**config.mk**
```make
export PLATFORM = sky130hd
export DESIGN_NAME = cyclic_generator_poly_check_unit
export DESIGN_NICKNAME = d
export VERILOG_FILES = /design/src/design/cgpc_pkg.sv /design/src/design/cyclic_generator_poly_check_unit.sv /design/src/design/cgpc_cell.sv /design/src/design/cgpc_degree.sv
export SDC_FILE = /design/constraint.sdc
export NUM_CORES = 1
export LEC_CHECK = 0
export ABC_AREA = 1
export BUFFER_PORTS_ARGS = -buffer_cell sky130_fd_sc_hd__clkbuf_2
export CAP_MARGIN = 20
export CORE_MARGIN = 1
export CORE_UTILIZATION = 40
export DETAILED_ROUTE_END_ITERATION = 7
export PLACE_DENSITY_LB_ADDON = 0.1
export SLEW_MARGIN = 5
export SYNTH_ARGS = -nofsm -noshare
export SYNTH_HDL_FRONTEND = slang
export SYNTH_HIERARCHICAL = 1
export SYNTH_SLANG_ARGS = --single-unit
```
**constraint.sdc**
```tcl
create_clock -name clk -period 11.3 [get_ports clk]
set_input_delay 2.26 -clock clk [delete_from_list [all_inputs] [get_ports clk]]
set_output_delay 2.26 -clock clk [all_outputs]
set_load 0.02 [all_outputs]
```
**src/design/cgpc_pkg.sv**
```systemverilog
`default_nettype none
// ----------------------------------------------------------------------------
// cgpc_pkg
// Shared constants and types for the cyclic generator polynomial check unit.
// ----------------------------------------------------------------------------
package cgpc_pkg;

    localparam int MAX_DEGREE  = 63;
    localparam int LENGTH_BITS = 16;

    localparam int POLY_BITS = MAX_DEGREE + 1;
    localparam int REM_BITS  = MAX_DEGREE;
    localparam int DEG_BITS  = (POLY_BITS > 1) ? $clog2(POLY_BITS) : 1;
    localparam int CMP_BITS  = (LENGTH_BITS > DEG_BITS) ? LENGTH_BITS : DEG_BITS;

    typedef enum logic [1:0] {
        ST_VALID    = 2'd0,
        ST_ZERO     = 2'd1,
        ST_MISMATCH = 2'd2,
        ST_REMAINS  = 2'd3
    } check_status_t;

    typedef enum logic [1:0] {
        S_IDLE,
        S_PREP,
        S_RUN,
        S_FINISH
    } ctrl_state_t;

    typedef struct packed {
        logic load;
        logic step;
        logic top;
    } cell_ctrl_t;

endpackage
`default_nettype wire

```
**src/design/cyclic_generator_poly_check_unit.sv**
```systemverilog
`default_nettype none
// ----------------------------------------------------------------------------
// cyclic_generator_poly_check_unit
// Checks whether a GF(2) polynomial generates the cyclic code C(l,k).
// ----------------------------------------------------------------------------
// A word whose remainder has to be computed goes from acceptance through a
// prep step that finds the degree and arms the division row, l shifts of the
// row of remainder cells, and a finish step that forms the result; when the
// zero, degree or trivial cases settle it, the shifts are skipped. The finish
// step waits while out_stall holds a result in the output register. One word
// is worked on at a time, and the next is taken once the result has moved to
// the output register.
module cyclic_generator_poly_check_unit (
    input  wire logic        clk,
    input  wire logic        rst_n,
    input  wire logic        in_valid,
    output logic             in_stall,
    input  wire logic [15:0] code_length,
    input  wire logic [15:0] message_length,
    input  wire logic [63:0] generator_poly,
    output logic             out_valid,
    input  wire logic        out_stall,
    output logic             is_generator,
    output logic [1:0]       status,
    output logic [5:0]       poly_degree
);
    import cgpc_pkg::*;

    ctrl_state_t state_reg;
    ctrl_state_t state_next;

    logic [LENGTH_BITS-1:0] len_reg;
    logic [LENGTH_BITS-1:0] msg_reg;
    logic [POLY_BITS-1:0]   poly_reg;
    logic [DEG_BITS-1:0]    deg_reg;
    logic [LENGTH_BITS-1:0] cnt_reg;
    logic [LENGTH_BITS-1:0] cnt_next;
    logic [REM_BITS-1:0]    keep_reg;
    logic [REM_BITS-1:0]    taps_reg;
    logic [REM_BITS-1:0]    topsel_reg;
    check_status_t          early_reg;
    logic                   divide_reg;

    logic                   out_valid_reg;
    logic                   out_gen_reg;
    check_status_t          out_status_reg;
    logic [DEG_BITS-1:0]    out_deg_reg;

    logic [DEG_BITS-1:0]    deg_found;
    logic                   poly_zero;
    logic [REM_BITS-1:0]    rem;
    logic [REM_BITS-1:0]    keep_calc;
    logic [REM_BITS-1:0]    topsel_calc;
    logic [CMP_BITS-1:0]    diff;
    logic                   len_ok;
    check_status_t          early_calc;
    logic                   divide_calc;
    check_status_t          final_status;

    logic                   take_in;
    logic                   out_free;
    logic                   finish_load;
    logic                   run_last;
    cell_ctrl_t             cell_ctrl;

    cgpc_degree u_degree (
        .poly    (poly_reg),
        .degree  (deg_found),
        .is_zero (poly_zero)
    );

    always_comb
    begin
        for (int i = 0; i < REM_BITS; i++)
        begin
            keep_calc[i]   = (i < int'(deg_found));
            topsel_calc[i] = ((i + 1) == int'(deg_found));
        end
    end

    assign diff   = CMP_BITS'(len_reg) - CMP_BITS'(msg_reg);
    assign len_ok = (len_reg >= msg_reg) && (diff == CMP_BITS'(deg_found));

    always_comb
    begin
        early_calc  = ST_VALID;
        divide_calc = 1'b0;
        if (poly_zero)
        begin
            early_calc = ST_ZERO;
        end
        else if (!len_ok)
        begin
            early_calc = ST_MISMATCH;
        end
        else if ((deg_found != '0) && (len_reg != '0))
        begin
            divide_calc = 1'b1;
        end
    end

    genvar gi;
    generate
        for (gi = 0; gi < REM_BITS; gi++)
        begin : g_cell
            if (gi == 0)
            begin : g_first
                cgpc_cell u_cell (
                    .clk      (clk),
                    .rst_n    (rst_n),
                    .ctrl     (cell_ctrl),
                    .init_bit (1'b1),
                    .prev_bit (1'b0),
                    .keep     (keep_reg[gi]),
                    .tap      (taps_reg[gi]),
                    .rem_bit  (rem[gi])
                );
            end
            else
            begin : g_rest
                cgpc_cell u_cell (
                    .clk      (clk),
                    .rst_n    (rst_n),
                    .ctrl     (cell_ctrl),
                    .init_bit (1'b0),
                    .prev_bit (rem[gi-1]),
                    .keep     (keep_reg[gi]),
                    .tap      (taps_reg[gi]),
                    .rem_bit  (rem[gi])
                );
            end
        end
    endgenerate

    assign cnt_next = cnt_reg + 1'b1;
    assign run_last = (cnt_next == len_reg);
    assign out_free = !out_valid_reg || !out_stall;

    always_comb
    begin
        state_next = state_reg;
        case (state_reg)
            S_IDLE:
            begin
                if (in_valid)
                begin
                    state_next = S_PREP;
                end
            end
            S_PREP:
            begin
                state_next = divide_calc ? S_RUN : S_FINISH;
            end
            S_RUN:
            begin
                if (run_last)
                begin
                    state_next = S_FINISH;
                end
            end
            S_FINISH:
            begin
                if (out_free)
                begin
                    state_next = S_IDLE;
                end
            end
            default:
            begin
                state_next = S_IDLE;
            end
        endcase
    end

    always_comb
    begin
        in_stall       = 1'b1;
        take_in        = 1'b0;
        finish_load    = 1'b0;
        cell_ctrl.load = 1'b0;
        cell_ctrl.step = 1'b0;
        cell_ctrl.top  = |(rem & topsel_reg);
        case (state_reg)
            S_IDLE:
            begin
                in_stall = 1'b0;
                take_in  = in_valid;
            end
            S_PREP:
            begin
                cell_ctrl.load = 1'b1;
            end
            S_RUN:
            begin
                cell_ctrl.step = 1'b1;
            end
            S_FINISH:
            begin
                finish_load = out_free;
            end
            default:
            begin
                in_stall = 1'b1;
            end
        endcase
    end

    assign final_status = divide_reg ? ((rem == REM_BITS'(1)) ? ST_VALID : ST_REMAINS)
                                     : early_reg;

    always_ff @(posedge clk or negedge rst_n)
    begin
        if (!rst_n)
        begin
            state_reg     <= S_IDLE;
            out_valid_reg <= 1'b0;
        end
        else
        begin
            state_reg <= state_next;
            if (finish_load)
            begin
                out_valid_reg <= 1'b1;
            end
            else if (!out_stall)
            begin
                out_valid_reg <= 1'b0;
            end
        end
    end

    always_ff @(posedge clk)
    begin
        if (take_in)
        begin
            len_reg  <= LENGTH_BITS'(code_length);
            msg_reg  <= LENGTH_BITS'(message_length);
            poly_reg <= POLY_BITS'(generator_poly);
        end
        if (state_reg == S_PREP)
        begin
            deg_reg    <= poly_zero ? '0 : deg_found;
            keep_reg   <= keep_calc;
            taps_reg   <= poly_reg[REM_BITS-1:0] & keep_calc;
            topsel_reg <= topsel_calc;
            early_reg  <= early_calc;
            divide_reg <= divide_calc;
            cnt_reg    <= '0;
        end
        else if (state_reg == S_RUN)
        begin
            cnt_reg <= cnt_next;
        end
        if (finish_load)
        begin
            out_gen_reg    <= (final_status == ST_VALID);
            out_status_reg <= final_status;
            out_deg_reg    <= deg_reg;
        end
    end

    assign out_valid    = out_valid_reg;
    assign is_generator = out_gen_reg;
    assign status       = out_status_reg;
    assign poly_degree  = 6'(out_deg_reg);

endmodule
`default_nettype wire

```
**src/design/cgpc_cell.sv**
```systemverilog
`default_nettype none
// ----------------------------------------------------------------------------
// cgpc_cell
// One remainder bit of the division register, fed by its lower neighbor.
// ----------------------------------------------------------------------------
module cgpc_cell (
    input  wire logic                clk,
    input  wire logic                rst_n,
    input  wire cgpc_pkg::cell_ctrl_t ctrl,
    input  wire logic                init_bit,
    input  wire logic                prev_bit,
    input  wire logic                keep,
    input  wire logic                tap,
    output logic                     rem_bit
);
    import cgpc_pkg::*;

    logic bit_reg;
    logic bit_next;

    always_comb
    begin
        bit_next = bit_reg;
        if (ctrl.load)
        begin
            bit_next = init_bit;
        end
        else if (ctrl.step)
        begin
            bit_next = (prev_bit & keep) ^ (ctrl.top & tap);
        end
    end

    always_ff @(posedge clk or negedge rst_n)
    begin
        if (!rst_n)
        begin
            bit_reg <= 1'b0;
        end
        else
        begin
            bit_reg <= bit_next;
        end
    end

    assign rem_bit = bit_reg;

endmodule
`default_nettype wire

```
**src/design/cgpc_degree.sv**
```systemverilog
`default_nettype none
// ----------------------------------------------------------------------------
// cgpc_degree
// Finds the index of the highest set bit of the polynomial.
// ----------------------------------------------------------------------------
module cgpc_degree (
    input  wire logic [cgpc_pkg::POLY_BITS-1:0] poly,
    output logic      [cgpc_pkg::DEG_BITS-1:0]  degree,
    output logic                                is_zero
);
    import cgpc_pkg::*;

    logic [POLY_BITS-1:0] highest;

    always_comb
    begin
        for (int i = 0; i < POLY_BITS; i++)
        begin
            highest[i] = poly[i] && ((poly >> (i + 1)) == '0);
        end
    end

    always_comb
    begin
        degree = '0;
        for (int i = 0; i < POLY_BITS; i++)
        begin
            degree = degree | (highest[i] ? DEG_BITS'(i) : '0);
        end
    end

    assign is_zero = (poly == '0);

endmodule
`default_nettype wire

```
After elaboration in Yosys (flattened, before gate mapping)
Index checks and enable logic that the tools add are counted.

Output and inout bits: 11. Bits of input ports: 100. Word-level logic and storage cells: 812. Register bits: 385.

$add $sub $neg: 2. Mux-type cells: 207. Reductions and logical operators: 137. Bitwise logic cells: 251. Eq/ne operators: 73. Order comparisons: 64.

Operators by type and width (count): logical NOT 64 bit (63); bitwise OR 6 bit (60); == test 6 bit, first input constant (32); 2-to-1 mux 6 bit (32); < comparator 6 bit, first input constant (31); 2-to-1 mux 1 bit (138); AND 63 bit (2); AND 1 bit (125); == test 5 x 6 -> 1 bit, first input constant (16); < comparator 5 x 6 -> 1 bit, first input constant (16); 2-to-1 mux 5 bit (16); logical AND 1 bit (64); == test 63 x 1 -> 1 bit, second input constant (1); OR reduction 63 bit (1); bitwise XOR 1 bit (62); == test 4 x 6 -> 1 bit, first input constant (8); < comparator 4 x 6 -> 1 bit, first input constant (8); 2-to-1 mux 4 bit (8); == test 3 x 6 -> 1 bit, first input constant (4); < comparator 3 x 6 -> 1 bit, first input constant (4); adder 16 x 1 -> 16 bit, second input constant (1); == test 16 bit (1); == test 16 x 6 -> 1 bit (1); greater-or-equal comparator 16 bit (1); other kinds (20) (39).

Longest topological paths before layout
Depth in word-level cells: 72. Mapped depth: 24.

Modules after synthesis
Netlist, hierarchy kept.

By module, submodules not included: cyclic_generator_poly_check_unit (cells each 1248, seq. area each 9494.1 um2, times used 1, area an instance 13853.3 um2); cgpc_cell (cells each 14, seq. area each 25.0 um2, times used 63, area an instance 78.8 um2); cgpc_degree (cells each 463, seq. area each 0.0 um2, times used 1, area an instance 2082.0 um2).

Worst setup path after synthesis
OpenSTA, ideal clock, no wires.

Path type: flip-flop to flip-flop. Start point: register state_reg[1]. End point: register cnt_reg[7]. Path buffers: 1. Setup slack: 2286 ps. Clock period less this slack: 9014 ps. Stages on the path, launching flop included: 7. Arrival time: 8898 ps. Required time: 11184 ps. Library setup time: 116 ps. Path through: dfrtp_1 inv_1 ha_1 clkbuf_1 inv_1 o211ai_1 inv_1.

Word-level cells in the longest chain between the ends: 1. Elaborated cells between the ends (all ways): 2.

Ends and longest elaborated chain: start, declared (RTL line cyclic_generator_poly_check_unit.sv:29) `ctrl_state_t state_reg;`; start signal, assigned (RTL line cyclic_generator_poly_check_unit.sv:220) `state_reg <= state_next;`; == test 2 bit / == test 2 x 1 -> 1 bit (equally long branches) (RTL line cyclic_generator_poly_check_unit.sv:250, cyclic_generator_poly_check_unit.sv:240); end signal, assigned (RTL line cyclic_generator_poly_check_unit.sv:252) `cnt_reg <= cnt_next;`; end, declared (RTL line cyclic_generator_poly_check_unit.sv:36) `logic [LENGTH_BITS-1:0] cnt_reg;`.

Several ways; a longest one is shown, not always the timed one. A chain may end at the register's enable or synchronous reset.

Final worst setup path
Start point: register poly_reg[27]. End point: register state_reg[0].

Elaborated cells between the ends (all ways): 152.

RTL lines: start, declared (RTL line cyclic_generator_poly_check_unit.sv:34) `logic [POLY_BITS-1:0] poly_reg;`; start signal, assigned (RTL line cyclic_generator_poly_check_unit.sv:238) `poly_reg <= POLY_BITS'(generator_poly);`; logical NOT 64 bit (RTL line cgpc_degree.sv:19) `highest[i] = poly[i] && ((poly >> (i + 1)) == '0);`; logical AND 1 bit (RTL line cgpc_degree.sv:19); 2-to-1 mux 5 bit (RTL line cgpc_degree.sv:28) `degree = degree | (highest[i] ? DEG_BITS'(i) : '0);`; bitwise OR 6 bit (11 in series) (RTL line cgpc_degree.sv:28); bitwise OR 6 bit * (3 in series) (RTL line cgpc_degree.sv:28); bitwise OR 6 x 5 -> 6 bit * (2 in series) (RTL line cgpc_degree.sv:28); bitwise OR 6 bit * (32 in series) (RTL line cgpc_degree.sv:28); net deg_found[4] (RTL line cyclic_generator_poly_check_unit.sv:49) `logic [DEG_BITS-1:0] deg_found;`; nonzero test 6 bit (RTL line cyclic_generator_poly_check_unit.sv:96) `else if ((deg_found != '0) && (len_reg != '0))`; logical AND 1 bit (RTL line cyclic_generator_poly_check_unit.sv:96); 2-to-1 mux 1 bit (RTL line cyclic_generator_poly_check_unit.sv:96); 2-to-1 mux 1 bit * (RTL line cyclic_generator_poly_check_unit.sv:92) `else if (!len_ok)`; 2-to-1 mux 1 bit * (RTL line cyclic_generator_poly_check_unit.sv:88) `if (poly_zero)`; 2-to-1 mux 1 bit * (RTL line cyclic_generator_poly_check_unit.sv:152) `state_next = divide_calc ? S_RUN : S_FINISH;`; case mux 2 bit (4 select lines) * (RTL line cyclic_generator_poly_check_unit.sv:142) `case (state_reg)`.

Mark *: on every way through the listed nets, which the timed path passes. The rest lies on a longest branch.

==> run_results.csv <==
group,metric,value,unit
floorplan,num_rows,83,
power_and_ir_drop,share_comb_of_total_power,32.3,%
placement,dp_hpwl,54500,µm
power_and_ir_drop,power.density,238,mW/mm²
drt,drcViolationCount,0,
critical_path,cp-end-kind,"flip-flop",
synthesis,netlist_area,0.0209,mm²
timing,worst_clock_skew,0.0169,ns
critical_path,cp_slowest_cell,"nor2_2",
drt,vias_per_cell,4.93,
synthesis,synth_edf_count,303,
synthesis,syn_avg_cell_area,8.06,µm²
floorplan,die_height,231,µm
power_and_ir_drop,p_sw_share,39.0,%
floorplan,start_util,40.6,%
job,maxCapViolCount,0,
synthesis,synth-seq-cells,385,
global_route,antenna_found_initial,0,
critical_path,r2r_cells,19,
synthesis,yosys.area.top_type,"edfxtp_1",
final_layout,fin_area,0.0241,mm²
clock_tree,cts_buffers,46,
timing,finalHoldViolCount,0,
synthesis,ys_warn_count,6,
global_route,grt_max_degree,181,
clock_tree,tritoncts,"built",
final_layout,drive_above_1_share,8.92,%
power_and_ir_drop,peakVddDrop,0.000256,V
power_and_ir_drop,internal_power,3490,µW
power_and_ir_drop,p_seq_share,42.8,%
final_layout,nNetsFinal,2934,
global_route,grt_pass1_wl,106000,µm
clock_tree,root_buffer,"clkbuf_16",
floorplan,coreArea,0.0515,mm²
drt,wl_per_cell,20.1,µm
critical_path,cp_max_fo,17,
critical_path,crit_top_cell,"nand2_1",
final_layout,largest_reg_flops,64,
timing,rsz0062_at_grt,"false",
critical_path,timing.rr.end,"state_reg[0]$_DFFE_PN0P_",
hold_path,min_path_type,"reg2reg",
critical_path,regToRegStartpoint,"poly_reg[27]$_DFFE_PP_",
clock_tree,clk-insertion-delay-late,0.58,ns
timing,timing.fmax,192,MHz
critical_path,critPathRequiredTime,11.82,ns
timing,tns,0,ns
timing,setup_viol,0,
final_layout,area_growth,15.2,%
critical_path,crit_chain,"nor2_1, nand3_1, nor2_1, and3_1, nand3_1, nand3_1, nor2_1, nand3_1, nor2_2, inv_1, nor2_1, nand2_1, nand2_1, nor2_1, nand4_1, nand2_1, nand2_1, nand2_1, nand2_1",
global_route,track_usage,27.0,%
timing,slew_headroom,33.6,%
drt,drtPass1Iterations,5,
placement,port_buffers,110,
power_and_ir_drop,leakagePower,0.0114,µW
synthesis,ys_types,49,
floorplan,die_area,0.0532,mm²
synthesis,yosysSeqAreaShare,53.0,%
clock_tree,cts_setup_buffers,0,
critical_path,cp-endpoint,"state_reg[0]$_DFFE_PN0P_",
timing,worst_pin_slew,0.996,ns
global_route,grt_pass1_vias,16872,
clock_tree,cts_num_sinks,385,
floorplan,pin_count,111,
final_layout,diodes,0,
critical_path,arrival,5.72,ns
floorplan,die_w,231,µm
synthesis,netlist_top_cells_area,"edfxtp_1 44%, nand2_1 14%, nor2_1 8.3%",
placement,globalplace.congestion,0.936,
drt,drtAntennaViolNets,0,
drt,routed_wl,70900,µm
critical_path,cp-start-kind,"flip-flop",
power_and_ir_drop,power_frac_clock,24.9,%
synthesis,netlist.area_leader.share,43.5,%
clock_tree,cts_max_level,2,
synthesis,netlist_instances,2593,
clock_tree,cts_buffer_depth,3,
global_route,overflow,0,
clock_tree,cts_resized,0,
timing,final.min_clock_period,5.20,ns
outcome,status,"finished clean",
timing,post-route-period-util,46.0,%
final_layout,num-fill-cells,5073,
clock_tree,clkSlewWorstSetupHoldPaths,0.06,ns
critical_path,critPathKind,"reg2reg",
timing,slew_violations,0,
critical_path,startpoint,"poly_reg[27]$_DFFE_PP_",
synthesis,synth_ff_type,"edfxtp_1",
power_and_ir_drop,switchingPower,2230,µW
clock_tree,postCtsHoldBufs,0,
drt,drtIter0Drc,1405,
drt,vias,17405,
synthesis,async_flop_share,17.1,%
critical_path,critical-path-max-stage-delay,0.88,ns
placement,placed_cell_area,0.0226,mm²
critical_path,ff2ff_setup_slack,6.10,ns
==> per-stage QoR <==
stage | utilization, % | worst slack, ns | power, µW | hold slack [ns] | cells
final | 46.7 | 6.10 | 5720 | 0.434 | 3527
after global routing | 46.7 | 5.75 | 6120 | 0.454 | 3527
after CTS | 46.7 | 6.07 | 5770 | 0.440 | 3527
after detailed placement | 43.9 | 6.09 | 4320 | 0.415 | 3442
after global placement | 43.9 | 5.45 | 4270 | 0.407 | 3440
after floorplan | - | 2.29 | 3920 | 0.400 | 2655
==> synthesized netlist by cell type, types with 15 or more instances <==
cell type,instances
nor2_1,462
o21ai_0,37
clkbuf_1,15
inv_1,440
dfrtp_1,66
a21oi_1,29
nor4_1,20
nor3_1,19
ha_1,23
nor2_2,16
nor3b_1,17
nand4_1,39
dfxtp_1,16
nand2_1,770
nand3_1,146
edfxtp_1,303
a21boi_1,63
==> power groups by stage <==
stage / combinational [µW] / sequential, µW / clock, µW
finish: 1850 / 2450 / 1430
global route: 2130 / 2490 / 1510
CTS: 1860 / 2450 / 1460
detailed placement: 1850 / 2470 / 0
global placement: 1800 / 2460 / 0
floorplan: 1520 / 2400 / 0
==> worst min-delay path by stage <==
stage                                  start                        to  cells after the start
floorplan           deg_reg[0]$_SDFFCE_PP0P_  poly_degree[0]$_DFFE_PP_                      0
global placement    deg_reg[5]$_SDFFCE_PP0P_  poly_degree[5]$_DFFE_PP_                      0
detailed placement  deg_reg[4]$_SDFFCE_PP0P_  poly_degree[4]$_DFFE_PP_                      0
CTS                 deg_reg[5]$_SDFFCE_PP0P_  poly_degree[5]$_DFFE_PP_                      0
global route        deg_reg[5]$_SDFFCE_PP0P_  poly_degree[5]$_DFFE_PP_                      0
finish              deg_reg[4]$_SDFFCE_PP0P_  poly_degree[4]$_DFFE_PP_                      0
==> layout make-up <==
class / count / area, µm² / area share, %
repair buffers: 123 / 667 / 2.77
multi-input cells: 1805 / 8350 / 34.7
flip-flops and latches: 385 / 11100 / 46.0
inverters: 449 / 1690 / 7.01
well taps: 680 / 851 / 3.54
clock inverters: 25 / 168 / 0.697
clock buffers: 60 / 1270 / 5.30
==> layout by cell type, fill, tap and decap left out, types with 6 or more instances in the layout <==
cell type,synthesis,final
nand4_1,39,39
xnor2_1,8,8
clkbuf_16,0,47
nand3_1,146,146
clkbuf_1,15,8
nand2_2,10,10
dfxtp_1,16,16
nor2_2,16,17
nor2_4,8,8
a21oi_1,29,29
and3_1,10,10
dfrtp_1,66,66
inv_1,440,439
and2_1,6,6
edfxtp_1,303,303
conb_1,2,64
clkinv_1,4,16
nor3b_1,17,17
xor2_1,10,10
nor2_1,462,461
o21ai_0,37,36
nor3_1,19,18
nand2_1,770,770
clkinv_2,0,6
ha_1,23,21
nor4_1,20,20
a21boi_1,63,63
buf_4,0,12
clkbuf_2,0,109
a21boi_0,8,8
==> metal layers <==
layer	part of all wire, %	vias to the layer above	routed length [µm]	global-route usage [%]
met2	49	485	34700	46.7
met1	43	8212	30300	34.7
met4	3.4	0	2380	9.50
met3	4.9	108	3460	3.38
met5	0	-	0	0
li1	-	8600	-	-
==> worst max-delay path, delay by kind of cell, from the launching register on <==
family | cells | cell delay (ns)
and+or+nand+nor | 18 | 4.13
buffers and inverters | 1 | 0.52
DFF | 1 | 0.46
==> cells by family after synthesis <==
| group | count (synthesis) | synth area share, % |
|---|---|---|
| compound gates | 148 | 4.54 |
| xor+xnor | 23 | 1.28 |
| fa+ha+maj | 24 | 1.47 |
| buf+inv | 465 | 8.36 |
| flops | 385 | 53.0 |
| other cells | 2 | 0.0359 |
| simple gates | 1546 | 31.3 |
Note: power is estimated with default switching activity, not from simulation.
